File: config.mk
export PLATFORM = sky130hd
export DESIGN_NAME = tag_header_validator_flat
export DESIGN_NICKNAME = d
export VERILOG_FILES = /design/src/hdl/thv_pkg.sv /design/src/hdl/thv_in_if.sv /design/src/hdl/thv_out_if.sv /design/src/hdl/thv_core.sv /design/src/hdl/tag_header_validator.sv /design/src/flat_wrapper.sv
export VERILOG_INCLUDE_DIRS = /design/src /design/src/hdl
export SDC_FILE = /design/constraint.sdc
export NUM_CORES = 1
export LEC_CHECK = 0
export BUFFER_PORTS_ARGS = -buffer_cell sky130_fd_sc_hd__buf_2
export CORE_MARGIN = 5
export CORE_UTILIZATION = 45
export CTS_BUF_LIST = sky130_fd_sc_hd__clkbuf_4 sky130_fd_sc_hd__clkbuf_8
export DETAILED_ROUTE_END_ITERATION = 10
export PLACE_DENSITY = 0.69
export SYNTH_ARGS = -nofsm -noshare
export SYNTH_HDL_FRONTEND = slang
export SYNTH_SLANG_ARGS = --single-unit
export TNS_END_PERCENT = 5
File: constraint.sdc
create_clock -name clk -period 6.6 [get_ports clk]
set_input_delay 0.66 -clock clk [delete_from_list [all_inputs] [get_ports clk]]
set_output_delay 0.66 -clock clk [all_outputs]
set_load 0.02 [all_outputs]
File: src/hdl/tag_header_validator_defines.svh
// Assertion macros for the tag header validator.
`ifndef TAG_HEADER_VALIDATOR_DEFINES_SVH
`define TAG_HEADER_VALIDATOR_DEFINES_SVH

// same-cycle implication
`define THV_ASSERT_NOW(lbl, ante, cons) \
	lbl: assert property (@(posedge clk) disable iff (!arst_n) (ante) |-> (cons)) \
		else $error("assertion failed");

// next-cycle implication
`define THV_ASSERT_NEXT(lbl, ante, cons) \
	lbl: assert property (@(posedge clk) disable iff (!arst_n) (ante) |=> (cons)) \
		else $error("assertion failed");

`endif

File: src/hdl/thv_pkg.sv
`default_nettype none
package thv_pkg;

	localparam int TYPE_BUFFER  = 20;
	localparam int NAME_LIMIT   = 40;
	localparam int BUFFER_BYTES = 4096;
	localparam int POS_W        = $clog2(BUFFER_BYTES + 1);
	localparam int MIN_SIZE     = 84;
	localparam int ZONE_MAX     = 1400;

	typedef enum logic [4:0] {
		PH_OBJ, PH_HEX, PH_TYPEKW, PH_TYPE, PH_TAGKW, PH_NAME1, PH_NAME,
		PH_TAGGERKW, PH_AUTH, PH_MAIL, PH_MAILGT, PH_STAMP1, PH_STAMP,
		PH_ZSIGN, PH_ZDIG, PH_ZNL, PH_BLANK, PH_BODY, PH_HALT
	} phase_t;

	typedef enum logic [4:0] {
		ERR_NONE, ERR_SHORT, ERR_OBJECT, ERR_HEX, ERR_TYPE, ERR_NEWLINE,
		ERR_TAG, ERR_TYPELEN, ERR_NAMECHAR, ERR_NAMELEN, ERR_TAGGER,
		ERR_TAGGER_FIELD, ERR_NAME, ERR_STAMP, ERR_STAMP_FORM, ERR_ZONE,
		ERR_GARBAGE
	} err_t;

	typedef struct packed {
		phase_t             phase;
		logic [POS_W-1:0]   bpos;
		logic [2:0]         fpos;
		err_t               first_error;
		logic [11:0]        fe_off;
		logic [7:0]         prev;
		logic [5:0]         tcount;
		logic [6:0]         ncount;
		logic [31:0]        stamp;
		logic [11:0]        zone;
		logic               tover;
		logic [11:0]        body;
		logic [POS_W-1:0]   fmark;
		logic [13:0]        zacc;
		logic               zneg;
	} thv_state_t;

	typedef struct packed {
		err_t         status;
		logic [11:0]  error_offset;
		logic [4:0]   type_length;
		logic [5:0]   tag_name_length;
		logic [31:0]  time_stamp;
		logic [11:0]  zone_offset;
		logic [11:0]  body_start;
	} thv_result_t;

	function automatic thv_state_t thv_reset_state();
		thv_state_t s;
		s = '0;
		s.phase = PH_OBJ;
		s.first_error = ERR_NONE;
		return s;
	endfunction

	function automatic logic [11:0] clamp12(logic [POS_W-1:0] v);
		logic [31:0] w;
		w = 32'(v);
		return (w > 32'd4095) ? 12'd4095 : w[11:0];
	endfunction

	function automatic logic is_digit(logic [7:0] c);
		return c >= 8'h30 && c <= 8'h39;
	endfunction

	function automatic logic is_hex(logic [7:0] c);
		return is_digit(c) || (c >= 8'h61 && c <= 8'h66) || (c >= 8'h41 && c <= 8'h46);
	endfunction

	function automatic logic [7:0] kw_object(logic [2:0] i);
		logic [7:0] r;
		case (i)
			3'd0: r = 8'h6f;
			3'd1: r = 8'h62;
			3'd2: r = 8'h6a;
			3'd3: r = 8'h65;
			3'd4: r = 8'h63;
			3'd5: r = 8'h74;
			3'd6: r = 8'h20;
			default: r = 8'h00;
		endcase
		return r;
	endfunction

	function automatic logic [7:0] kw_type(logic [2:0] i);
		logic [7:0] r;
		case (i)
			3'd0: r = 8'h0a;
			3'd1: r = 8'h74;
			3'd2: r = 8'h79;
			3'd3: r = 8'h70;
			3'd4: r = 8'h65;
			3'd5: r = 8'h20;
			default: r = 8'h00;
		endcase
		return r;
	endfunction

	function automatic logic [7:0] kw_tag(logic [2:0] i);
		logic [7:0] r;
		case (i)
			3'd0: r = 8'h74;
			3'd1: r = 8'h61;
			3'd2: r = 8'h67;
			3'd3: r = 8'h20;
			default: r = 8'h00;
		endcase
		return r;
	endfunction

	function automatic logic [7:0] kw_tagger(logic [2:0] i);
		logic [7:0] r;
		case (i)
			3'd0: r = 8'h74;
			3'd1: r = 8'h61;
			3'd2: r = 8'h67;
			3'd3: r = 8'h67;
			3'd4: r = 8'h65;
			3'd5: r = 8'h72;
			3'd6: r = 8'h20;
			default: r = 8'h00;
		endcase
		return r;
	endfunction

	// one byte of the header parser
	function automatic thv_state_t thv_step(thv_state_t s, logic [7:0] c,
			logic [POS_W-1:0] pos);
		thv_state_t       n;
		logic             err;
		err_t             ecode;
		logic [POS_W-1:0] eoff;
		logic             do_name;
		logic [35:0]      v;
		logic [2:0]       pidx;
		n = s;
		err = 1'b0;
		ecode = ERR_NONE;
		eoff = '0;
		do_name = 1'b0;
		v = '0;
		pidx = 3'(pos - POS_W'(47));
		case (s.phase)
			PH_OBJ: begin
				if (pos > POS_W'(6) || c != kw_object(pos[2:0])) begin
					err = 1'b1; ecode = ERR_OBJECT; eoff = '0;
				end else if (pos == POS_W'(6)) begin
					n.phase = PH_HEX;
				end
			end
			PH_HEX: begin
				if (!is_hex(c)) begin
					err = 1'b1; ecode = ERR_HEX; eoff = POS_W'(7);
				end else if (pos >= POS_W'(46)) begin
					n.phase = PH_TYPEKW;
				end
			end
			PH_TYPEKW: begin
				if (pos < POS_W'(47) || pos > POS_W'(52) || c != kw_type(pidx)) begin
					err = 1'b1; ecode = ERR_TYPE; eoff = POS_W'(47);
				end else if (pos == POS_W'(52)) begin
					n.phase = PH_TYPE;
					n.tcount = '0;
				end
			end
			PH_TYPE: begin
				if (c == 8'h0a) begin
					n.tover = 32'(s.tcount) >= 32'(TYPE_BUFFER);
					n.phase = PH_TAGKW;
					n.fpos = '0;
				end else if (c == 8'h00) begin
					err = 1'b1; ecode = ERR_NEWLINE; eoff = POS_W'(48);
				end else if (s.tcount != '1) begin
					n.tcount = s.tcount + 6'd1;
				end
			end
			PH_TAGKW: begin
				if (s.fpos > 3'd3 || c != kw_tag(s.fpos)) begin
					err = 1'b1; ecode = ERR_TAG; eoff = pos - POS_W'(s.fpos);
				end else begin
					n.fpos = s.fpos + 3'd1;
					if (s.fpos == 3'd3) n.phase = PH_NAME1;
				end
			end
			PH_NAME1: begin
				if (c == 8'h0a) begin
					err = 1'b1; ecode = ERR_TAG; eoff = pos - POS_W'(4);
				end else if (s.tover) begin
					err = 1'b1; ecode = ERR_TYPELEN; eoff = POS_W'(53);
				end else begin
					n.phase = PH_NAME;
					do_name = 1'b1;
				end
			end
			PH_NAME: do_name = 1'b1;
			PH_TAGGERKW: begin
				if (s.fpos > 3'd6 || c != kw_tagger(s.fpos)) begin
					err = 1'b1; ecode = ERR_TAGGER; eoff = pos - POS_W'(s.fpos);
				end else if (s.fpos == 3'd6) begin
					n.phase = PH_AUTH;
					n.fpos = '0;
					n.fmark = pos + POS_W'(1);
				end else begin
					n.fpos = s.fpos + 3'd1;
				end
			end
			PH_AUTH: begin
				if (c == 8'h3c) begin
					if (s.fpos != 3'd0 && s.prev == 8'h20) begin
						// fpos now flags an empty tagger name
						n.fpos = (s.fpos == 3'd1) ? 3'd1 : 3'd0;
						n.phase = PH_MAIL;
					end else begin
						err = 1'b1; ecode = ERR_TAGGER_FIELD; eoff = s.fmark;
					end
				end else if (c == 8'h3e || c == 8'h0a || c == 8'h00) begin
					err = 1'b1; ecode = ERR_TAGGER_FIELD; eoff = s.fmark;
				end else if (s.fpos != 3'd7) begin
					n.fpos = s.fpos + 3'd1;
				end
			end
			PH_MAIL: begin
				if (c == 8'h3e) begin
					n.phase = PH_MAILGT;
				end else if (c == 8'h3c || c == 8'h0a || c == 8'h20 || c == 8'h00) begin
					err = 1'b1; ecode = ERR_TAGGER_FIELD; eoff = s.fmark;
				end
			end
			PH_MAILGT: begin
				if (c != 8'h20) begin
					err = 1'b1; ecode = ERR_TAGGER_FIELD; eoff = s.fmark;
				end else if (s.fpos != 3'd0) begin
					err = 1'b1; ecode = ERR_NAME; eoff = s.fmark;
				end else begin
					n.phase = PH_STAMP1;
				end
			end
			PH_STAMP1: begin
				if (!is_digit(c)) begin
					err = 1'b1; ecode = ERR_STAMP; eoff = pos;
				end else begin
					n.stamp = 32'(c[3:0]);
					n.phase = PH_STAMP;
				end
			end
			PH_STAMP: begin
				if (is_digit(c)) begin
					v = {4'd0, s.stamp} * 36'd10 + 36'(c[3:0]);
					n.stamp = (v > 36'hFFFFFFFF) ? 32'hFFFFFFFF : v[31:0];
				end else if (c == 8'h20) begin
					n.phase = PH_ZSIGN;
					n.fmark = pos + POS_W'(1);
				end else begin
					err = 1'b1; ecode = ERR_STAMP_FORM; eoff = pos;
				end
			end
			PH_ZSIGN: begin
				if (c == 8'h2b || c == 8'h2d) begin
					n.zneg = (c == 8'h2d);
					n.zacc = '0;
					n.fpos = '0;
					n.phase = PH_ZDIG;
				end else begin
					err = 1'b1; ecode = ERR_ZONE; eoff = s.fmark;
				end
			end
			PH_ZDIG: begin
				if (!is_digit(c)) begin
					err = 1'b1; ecode = ERR_ZONE; eoff = s.fmark;
				end else begin
					n.zacc = 14'(s.zacc * 14'd10 + 14'(c[3:0]));
					n.fpos = s.fpos + 3'd1;
					if (s.fpos == 3'd3) n.phase = PH_ZNL;
				end
			end
			PH_ZNL: begin
				if (c != 8'h0a || 32'(s.zacc) > 32'(ZONE_MAX)) begin
					err = 1'b1; ecode = ERR_ZONE; eoff = s.fmark;
				end else begin
					n.zone = s.zneg ? 12'(-s.zacc[11:0]) : s.zacc[11:0];
					n.phase = PH_BLANK;
				end
			end
			PH_BLANK: begin
				if (c == 8'h0a) begin
					n.body = clamp12(pos + POS_W'(1));
					n.phase = PH_BODY;
				end else begin
					err = 1'b1; ecode = ERR_GARBAGE; eoff = pos;
				end
			end
			default: ;
		endcase
		if (do_name) begin
			if (c == 8'h0a) begin
				if (32'(s.ncount) >= 32'(NAME_LIMIT)) begin
					err = 1'b1; ecode = ERR_NAMELEN; eoff = pos;
				end else begin
					n.phase = PH_TAGGERKW;
					n.fpos = '0;
				end
			end else if (c <= 8'h20) begin
				err = 1'b1; ecode = ERR_NAMECHAR; eoff = pos + POS_W'(1);
			end else if (s.ncount != '1) begin
				n.ncount = s.ncount + 7'd1;
			end
		end
		if (err) begin
			if (s.first_error == ERR_NONE) begin
				n.first_error = ecode;
				n.fe_off = clamp12(eoff);
			end
			n.phase = PH_HALT;
		end
		n.prev = c;
		return n;
	endfunction

endpackage
`default_nettype wire

File: src/hdl/thv_in_if.sv
`default_nettype none
interface thv_in_if;
	import thv_pkg::*;
	logic       valid;
	logic       ready;
	logic [7:0] data_byte;
	logic       end_of_file;
	modport source (output valid, data_byte, end_of_file, input ready);
	modport sink (input valid, data_byte, end_of_file, output ready);
endinterface
`default_nettype wire

File: src/hdl/thv_out_if.sv
`default_nettype none
interface thv_out_if;
	logic               valid;
	logic               ready;
	logic [4:0]         status;
	logic [11:0]        error_offset;
	logic [4:0]         type_length;
	logic [5:0]         tag_name_length;
	logic [31:0]        time_stamp;
	logic signed [11:0] zone_offset;
	logic [11:0]        body_start;
	modport source (output valid, status, error_offset, type_length, tag_name_length,
		time_stamp, zone_offset, body_start, input ready);
	modport sink (input valid, status, error_offset, type_length, tag_name_length,
		time_stamp, zone_offset, body_start, output ready);
endinterface
`default_nettype wire

File: src/hdl/thv_core.sv
`default_nettype none
module thv_core
	import thv_pkg::*;
(
	input  wire logic        clk,
	input  wire logic        arst_n,
	input  wire logic        step,
	input  wire logic [7:0]  data_byte,
	input  wire logic        end_of_file,
	output thv_result_t      result
);

	thv_state_t st_q, n1, n2;
	err_t status;
	logic [POS_W-1:0] size;

	always_comb begin
		n1 = st_q;
		if (32'(st_q.bpos) < 32'(BUFFER_BYTES)) begin
			n1 = thv_step(st_q, data_byte, st_q.bpos);
			n1.bpos = st_q.bpos + POS_W'(1);
		end
		size = n1.bpos;
		// end of buffer parses as a zero byte
		n2 = thv_step(n1, 8'h00, size);
		status = (32'(size) < 32'(MIN_SIZE)) ? ERR_SHORT : n2.first_error;
		result.status = status;
		result.error_offset = (status >= ERR_OBJECT) ? n2.fe_off : 12'd0;
		result.type_length = (n2.tcount > 6'd31) ? 5'd31 : n2.tcount[4:0];
		result.tag_name_length = (n2.ncount > 7'd63) ? 6'd63 : n2.ncount[5:0];
		result.time_stamp = n2.stamp;
		result.zone_offset = n2.zone;
		result.body_start = (status == ERR_NONE) ? n2.body : 12'd0;
	end

	always_ff @(posedge clk or negedge arst_n) begin
		if (!arst_n) begin
			st_q <= thv_reset_state();
		end else if (step) begin
			st_q <= end_of_file ? thv_reset_state() : n1;
		end
	end

endmodule
`default_nettype wire

File: src/hdl/tag_header_validator.sv
// Tag header validator: takes a tag file one byte per item and checks its
// header (object line with 40 hex digits, type line, tag line, tagger line,
// blank line). One item can be accepted every cycle. An item waits in an
// input register, then updates the parser state; the item flagged
// end_of_file also loads one result into the output register, which shows
// status, first error offset, field lengths, timestamp, zone and body start.
// Only the last byte of a file can wait: it stays in the input register, and
// stalls the input, while an earlier result is still not taken.
// The parser returns to its reset state after each file, so files may follow
// back to back. Bytes past the buffer size are dropped.
`default_nettype none
`include "tag_header_validator_defines.svh"
module tag_header_validator
	import thv_pkg::*;
(
	input wire logic clk,
	input wire logic arst_n,
	thv_in_if.sink   in_ch,
	thv_out_if.source out_ch
);

	// input register
	logic       s1_valid_q;
	logic [7:0] s1_byte_s1;
	logic       s1_eof_s1;

	// result register
	logic        res_valid_q;
	thv_result_t res_q;
	thv_result_t core_res;

	logic out_free, s1_move;

	// a result slot is free when empty or being taken now
	assign out_free = !res_valid_q || out_ch.ready;
	// plain bytes never wait; the last byte waits for a free result slot
	assign s1_move = s1_valid_q && (!s1_eof_s1 || out_free);
	assign in_ch.ready = !s1_valid_q || s1_move;

	always_ff @(posedge clk or negedge arst_n) begin
		if (!arst_n) begin
			s1_valid_q <= 1'b0;
		end else if (in_ch.ready) begin
			s1_valid_q <= in_ch.valid;
		end
	end

	always_ff @(posedge clk) begin
		if (in_ch.ready && in_ch.valid) begin
			s1_byte_s1 <= in_ch.data_byte;
			s1_eof_s1 <= in_ch.end_of_file;
		end
	end

	thv_core u_core (
		.clk         (clk),
		.arst_n      (arst_n),
		.step        (s1_move),
		.data_byte   (s1_byte_s1),
		.end_of_file (s1_eof_s1),
		.result      (core_res)
	);

	always_ff @(posedge clk or negedge arst_n) begin
		if (!arst_n) begin
			res_valid_q <= 1'b0;
		end else if (s1_move && s1_eof_s1) begin
			res_valid_q <= 1'b1;
		end else if (out_ch.ready) begin
			res_valid_q <= 1'b0;
		end
	end

	always_ff @(posedge clk) begin
		if (s1_move && s1_eof_s1) begin
			res_q <= core_res;
		end
	end

	assign out_ch.valid = res_valid_q;
	assign out_ch.status = res_q.status;
	assign out_ch.error_offset = res_q.error_offset;
	assign out_ch.type_length = res_q.type_length;
	assign out_ch.tag_name_length = res_q.tag_name_length;
	assign out_ch.time_stamp = res_q.time_stamp;
	assign out_ch.zone_offset = res_q.zone_offset;
	assign out_ch.body_start = res_q.body_start;

	`THV_ASSERT_NEXT(a_last_gives_result, s1_move && s1_eof_s1, res_valid_q)
	`THV_ASSERT_NOW(a_short_no_offset, res_valid_q && res_q.status == ERR_SHORT,
		res_q.error_offset == 12'd0)
	`THV_ASSERT_NOW(a_err_no_body, res_valid_q && res_q.status != ERR_NONE,
		res_q.body_start == 12'd0)

endmodule
`default_nettype wire

File: src/flat_wrapper.sv
// flat-port wrapper written by rule: the top's interface ports become plain ports
module tag_header_validator_flat import thv_pkg::*;
  (clk, arst_n, in_ch_valid, in_ch_data_byte, in_ch_end_of_file, in_ch_ready, out_ch_valid, out_ch_status, out_ch_error_offset, out_ch_type_length, out_ch_tag_name_length, out_ch_time_stamp, out_ch_zone_offset, out_ch_body_start, out_ch_ready);
  thv_in_if in_ch_i ();
  thv_out_if out_ch_i ();
  input wire logic clk;
  input wire logic arst_n;
  input wire logic [$bits(in_ch_i.valid)-1:0] in_ch_valid;
  input wire logic [$bits(in_ch_i.data_byte)-1:0] in_ch_data_byte;
  input wire logic [$bits(in_ch_i.end_of_file)-1:0] in_ch_end_of_file;
  output wire logic [$bits(in_ch_i.ready)-1:0] in_ch_ready;
  output wire logic [$bits(out_ch_i.valid)-1:0] out_ch_valid;
  output wire logic [$bits(out_ch_i.status)-1:0] out_ch_status;
  output wire logic [$bits(out_ch_i.error_offset)-1:0] out_ch_error_offset;
  output wire logic [$bits(out_ch_i.type_length)-1:0] out_ch_type_length;
  output wire logic [$bits(out_ch_i.tag_name_length)-1:0] out_ch_tag_name_length;
  output wire logic [$bits(out_ch_i.time_stamp)-1:0] out_ch_time_stamp;
  output wire logic [$bits(out_ch_i.zone_offset)-1:0] out_ch_zone_offset;
  output wire logic [$bits(out_ch_i.body_start)-1:0] out_ch_body_start;
  input wire logic [$bits(out_ch_i.ready)-1:0] out_ch_ready;
  assign in_ch_i.valid = in_ch_valid;
  assign in_ch_i.data_byte = in_ch_data_byte;
  assign in_ch_i.end_of_file = in_ch_end_of_file;
  assign in_ch_ready = in_ch_i.ready;
  assign out_ch_valid = out_ch_i.valid;
  assign out_ch_status = out_ch_i.status;
  assign out_ch_error_offset = out_ch_i.error_offset;
  assign out_ch_type_length = out_ch_i.type_length;
  assign out_ch_tag_name_length = out_ch_i.tag_name_length;
  assign out_ch_time_stamp = out_ch_i.time_stamp;
  assign out_ch_zone_offset = out_ch_i.zone_offset;
  assign out_ch_body_start = out_ch_i.body_start;
  assign out_ch_i.ready = out_ch_ready;
  tag_header_validator u_core (.clk(clk), .arst_n(arst_n), .in_ch(in_ch_i), .out_ch(out_ch_i));
endmodule
; Word level (Yosys, flattened, before mapping)
; Index checks and enable logic that the tools add are counted.
[word_totals]
romBits = 0
latch_bits = 0
in_bits = 13
word_cells = 444
mem_bits_rw = 0
mem_count = 0
out_inout_bits = 86
reg_bits = 239
[classes]
order_cmp = 30
n_addsub = 13
n_mux = 221
n_eq_ne = 87
bitwise_logic = 0
shifts = 0
div = 0
mul = 2
reduce_logical = 65
[ops]
columns = op, n
row1 = 13-bit 2-to-1 mux, 29
row2 = 144-bit 2-to-1 mux, 2
row3 = 13-bit case mux with 15 select lines, 1
row4 = 5-bit 2-to-1 mux, 38
row5 = 7-bit case mux with 6 select lines, 4
row6 = 5-bit case mux with 16 select lines, 2
row7 = 13-bit case mux with 8 select lines, 1
row8 = 7-bit case mux with 7 select lines, 2
row9 = 12-bit 2-to-1 mux, 8
row10 = 32-bit 2-to-1 mux, 3
row11 = 8-bit 2-to-1 mux, 12
row12 = 6-bit 2-to-1 mux, 14
row13 = 5-bit by 4-bit equality test with 1-bit output (second input constant), 16
row14 = 3-bit 2-to-1 mux, 23
row15 = 17-bit 2-to-1 mux, 4
row16 = 32-bit case mux with 2 select lines, 1
row17 = 5-bit case mux with 12 select lines, 1
row18 = 4-bit 2-to-1 mux, 14
row19 = 7-bit case mux with 4 select lines, 2
row20 = 3-bit equality test (second input constant), 16
row21 = 8-bit by 6-bit equality test with 1-bit output (second input constant), 6
row22 = 1-bit 2-to-1 mux, 43
row23 = 5-bit by 3-bit equality test with 1-bit output (second input constant), 8
row24 = 13-bit by 12-bit greater-than comparator with 1-bit output (second input constant), 3
row25 = 73 further kinds, 165

; Depth between registers and ports, before layout
[logic_depth]
ltp_word = 33
mapped_depth = 28
mapped_depth_nobuf = 25

; Cells and area by module
; A second synthesis with hierarchy kept.
[hier_totals]
hier_cells = 2235
hier_area_um2 = 19328.5
[modules_own_cells]
columns = mod, cells_each, area_per_inst_um2, seq_area_each_um2, n_inst
row1 = thv_core, 2132, 16429.5, 3603.5, 1
row2 = tag_header_validator, 103, 2899.0, 2842.7, 1

; Least setup slack after synthesis
; OpenSTA, ideal clock, no wires.
[synth_timing]
path_kind = register -> register
startpoint = reg u_core.u_core.st_q[125] (netlist name)
endpoint = reg u_core.res_q (netlist bit u_core.out_ch.error_offset[11]), data pin
path_stages_with_launch = 27
path_buffers = 4
setup_time_ps = 263
synth_period_minus_slack_ps = 5911
t_arrival_ps = 5648
t_required_ps = 6337
path_slack_ps = 689
path_cell_list = dfrtp_1 > buf_2 > buf_2 > inv_1 > ha_1 > clkbuf_1 > nor4_2 > xor2_1 > o2111ai_1 > o41ai_4 > and2_1 > clkbuf_1 > nand3_1 > a221oi_1 > o21ai_0 > a22oi_1 > ha_1 > a21oi_1 > nand3_1 > nor2_1 > nand3_1 > or3_1 > nor2b_2 > a2111oi_4 > o21ai_2 > a2111oi_2 > nor3_2
[synth_via]
elab_chain_cells = 26
elab_cells_between_ends = 159
classes_between = add/sub (3) / order compare (7) / eq/ne (31) / mux (99) / reduce/logical (19)
[synth_lines]
columns = item, line_no
row1 = start: declaration, thv_core.sv:13  ; thv_state_t st_q, n1, n2;
row2 = start signal: assignment, thv_core.sv:38  ; st_q <= thv_reset_state();
row3 = start signal: assignment, thv_core.sv:40  ; st_q <= end_of_file ? thv_reset_state() : n1;
row4 = "3-bit by 2-bit equality test with 1-bit output, on equally long branches", n/a
row5 = 2-bit OR reduction (no source line), n/a
row6 = 7-bit case mux with 6 select lines, thv_pkg.sv:117  ; case (i)
row7 = 8-bit 2-to-1 mux, thv_pkg.sv:147  ; case (s.phase)
row8 = 8-bit 2-to-1 mux, thv_core.sv:19  ; if (32'(st_q.bpos) < 32'(BUFFER_BYTES)) begin
row9 = 8-bit != test, thv_pkg.sv:201  ; if (s.fpos > 3'd6 || c != kw_tagger(s.fpos)) begin
row10 = 1-bit logical OR, thv_pkg.sv:201
row11 = 3-bit 2-to-1 mux, thv_pkg.sv:201
row12 = (+10 left out), n/a
row13 = 1-bit logical OR, thv_pkg.sv:201
row14 = 13-bit 2-to-1 mux or 4-bit 2-to-1 mux (tied branches), thv_pkg.sv:201
row15 = 13-bit case mux with 8 select lines or 5-bit case mux with 12 select lines (tied branches), thv_pkg.sv:147
row16 = 13-bit 2-to-1 mux or 5-bit 2-to-1 mux (tied branches), thv_pkg.sv:298  ; if (do_name) begin
row17 = 13-bit by 12-bit greater-than comparator with 1-bit output or 17-bit 2-to-1 mux (tied branches), "thv_pkg.sv:63, thv_pkg.sv:313"
row18 = 12-bit 2-to-1 mux or 17-bit 2-to-1 mux (tied branches), "thv_pkg.sv:63, thv_pkg.sv:312"
row19 = 17-bit 2-to-1 mux or 5-bit 2-to-1 mux (tied branches), "thv_pkg.sv:313, thv_core.sv:26"
row20 = 17-bit 2-to-1 mux *, thv_pkg.sv:312  ; if (err) begin
row21 = end signal: assignment, tag_header_validator.sv:76  ; res_q <= core_res;
row22 = end: declaration, tag_header_validator.sv:29  ; thv_result_t res_q;
; Mark *: on every way between the ends. The rest lies on a longest branch, timed or not. The select of a mux whose other input is x is not followed.
; A chain may end at the register's enable or synchronous reset.

; Worst setup path in the final report
[layout_timing]
startpoint = reg u_core.u_core.st_q[124] (netlist name)
endpoint = reg u_core.res_q (netlist bit u_core.out_ch.error_offset[3]), data pin
; The elaborated chain is that of the path after synthesis.

==> reports/metrics.cfg <==
[timing]
setup_violations = 0
fin_skew_ns = 0.0623
max_slew_margin = 0.171
clock.fmax_mhz = 164
tns_ns = 0
post-route-period-util = 0.923
final-hold-violation-count = 0
grt_setup_unrepaired = no
tightest_slew_ns = 1.23
hold_slack_ns = 0.220
slew_violations = 0
fin_crit_ns = 6.09

[route]
vias = 18300
avgRoutedWirePerCell_microns = 23.2
viasPerCell = 6.40
antenna_left = 0
drt_iter0_markers = 2008
wl_mm = 66.6
drtPass1Iterations = 6
drc = 0

[hold_path]
hp-class = in -> reg
hold_path_depth = 1

[critical_path]
cp_slowest_cell = or4b_1
crit_top_cell = nand3_1
max_stage_delay_ns = 0.62
required_ns = 6.99
critPathCaptureType = flop
rrSetupSlack_ns = 0.51
reg2regPathDepth = 25
cp_max_fo = 10
start_kind = flop
path_class = reg -> reg
cp.arrival_ns = 6.49

[job]
drv_cap = 0

[global_route]
overflow = 0
grt_pass1_wl_mm = 103
met1_usage = 0.388
grt_max_degree = 63
grt.total_usage = 0.274
met3_usage = 0.0612
global_route.peak_usage_layer = met2
grt_pass1_vias = 17700
grtUsageMet2 = 0.416
antenna_found_initial = 2

[final_layout]
layout.nets = 2425
final_util = 0.505
drive_gt1_frac = 0.146
syn2layout_area_growth_pct = 11.9

[cts]
tritoncts = yes
htreeDepth = 2
clock_path_buffers = 3
clock_latency_ns = 0.65
numCtsBuffers = 44
clkSinkCount = 239
path_clk_slew_ns = 0.06
root_buffer = clkbuf_8

[place]
port_buffers = 98
gp_congestion = 0.998
dpl.hpwl_mm = 48.6

[pwr]
p_per_area_nw_per_um2 = 233
irDropWorstVdd_mv = 0.137
power.leakage_uw = 0.00927
switching_power_uw = 1870
p_sw_frac = 0.371
cell_internal_pwr_uw = 3160
pwr-share-seq = 0.338
p_clk_frac = 0.320
p_comb_frac = 0.342

[logic_synthesis]
synthTopCellsByCount = nand2_1, nor2_1, dfrtp_1, o21ai_0, a21oi_1
synth_top_area_frac = 0.189
ys_warn_count = 0
synthesis.nets = 2332
synth_edf_count = 93
synthTopCellsByArea = dfrtp_1, edfxtp_1, ha_1
synthArstFlopShare = 0.611
synth_top_area_cell = dfrtp_1
seq_area_frac_synth = 0.334
post-synth-top-count-cell = nand2_1
netlist_instances = 2192
ys_ff_latch = 239
ys.flop_type = dfrtp_1
synth_cell_types = 103
synth.cell_area_sq_um = 19300
syn_avg_cell_area_sq_um = 8.81

[die]
core_sq_um = 42800
rows = 76
die-area_sq_um = 47200
io_pins = 99
dieWidth_microns = 217
die_y_microns = 217
start_util = 0.452

[status]
outcome = completed

==> worst paths after layout <==
path / start / end
max: u_core.u_core.st_q[124] / u_core.out_ch.error_offset[3]
min: in_ch_data_byte[6] / u_core.s1_byte_s1[6]
max reg2reg: u_core.u_core.st_q[124] / u_core.out_ch.error_offset[3]
min reg2reg: u_core.u_core.st_q[39] / u_core.u_core.st_q[39]
max in group asynchronous: arst_n / u_core.u_core.st_q[4]
min in group asynchronous: arst_n / u_core.u_core.st_q[17]
==> layout by cell type, fill, tap and decap left out, types with 30 or more instances in the layout <==
cell type / Yosys / layout
nor2_1: 151 / 150
nand2_1: 179 / 178
a31oi_1: 30 / 30
a22o_1: 94 / 94
buf_2: 20 / 97
o21ai_0: 141 / 140
a21oi_1: 137 / 135
xor2_1: 59 / 59
nand3_1: 65 / 65
or3_1: 30 / 30
xnor2_1: 70 / 70
ha_1: 121 / 118
inv_1: 64 / 62
dfrtp_1: 146 / 145
edfxtp_1: 93 / 93
clkbuf_8: 0 / 46
nor3_1: 73 / 73
nand2b_1: 36 / 36
a21o_1: 36 / 36
buf_4: 0 / 84
o22ai_1: 33 / 33
==> cells by family (layout without fill, tap and decap cells) <==
logic type | Yosys count | in the layout | share of synthesized area
AND/OR/NAND/NOR | 739 | 739 | 0.199
AO/OA/AOI/OAI | 720 | 720 | 0.264
flip-flops | 239 | 239 | 0.334
buffers and inverters | 204 | 333 | 0.0418
XOR/XNOR | 129 | 129 | 0.0585
adder cells (fa/ha/maj) | 127 | 127 | 0.0846
multiplexers | 34 | 34 | 0.0183
other | 0 | 1 | 0
==> power groups by stage <==
stage / clock network (uW) / logic (uW) / registers, uW
after floorplan: 0 / 1120 / 1740
after global placement: 0 / 1660 / 1720
after detailed placement: 0 / 1670 / 1720
after CTS: 1660 / 1680 / 1700
after global routing: 1730 / 1850 / 1710
final: 1610 / 1720 / 1700
==> flip-flops by register name (all words and copies together), names as in the netlist, 5 cells and up <==
register                       count
u_core.out_ch.body_start          12
u_core.out_ch.error_offset        12
u_core.out_ch.status               5
u_core.out_ch.tag_name_length      6
u_core.out_ch.time_stamp          32
u_core.out_ch.type_length          5
u_core.out_ch.zone_offset         12
u_core.s1_byte_s1                  8
u_core.u_core.st_q               144
==> per-stage QoR <==
stage | total power, uW | instance area, sq um | setup slack, ns | cells
global placement | 3380 | 20600 | 0.399 | 2783
detailed placement | 3390 | 20600 | 0.266 | 2783
CTS | 5030 | 21600 | 0.250 | 2866
floorplan | 2870 | 19300 | 0.689 | 2192
global route | 5290 | 21600 | 0.0159 | 2868
finish | 5030 | 21600 | 0.505 | 2868
==> per-layer routing <==
layer	vias to the layer above	share of wire
li1	8497	-
met1	8885	0.44
met2	814	0.44
met3	146	0.086
met4	2	0.034
met5	-	0.00023
==> repair_timing <==
item                                    in CTS  in global routing
gates resized for setup                      0                  6
buffers inserted                             0                  1
hold buffers                                 1                  0
endpoints found under the hold margin       34                  0
endpoints found under the setup margin       0                 12
==> worst max-delay path, delay by kind of cell (launching register included) <==
family          cells  cell delay, ns
flops               1            0.45
simple gates       11            2.40
fa+ha+maj           3            0.92
buf+inv             2            0.26
compound gates      9            1.81
==> final cells by class <==
| class | count | area (sq um) |
|---|---|---|
| fill | 4088 | 21200 |
| timing repair buffer | 183 | 1140 |
| sequential | 239 | 6450 |
| clock buffer | 61 | 746 |
| antenna | 1 | 2.50 |
| tap | 546 | 683 |
| multi-input combinational | 1749 | 12100 |
| clock inverter | 21 | 229 |
| inverter | 68 | 258 |
Power figures use the tool's default switching activity.
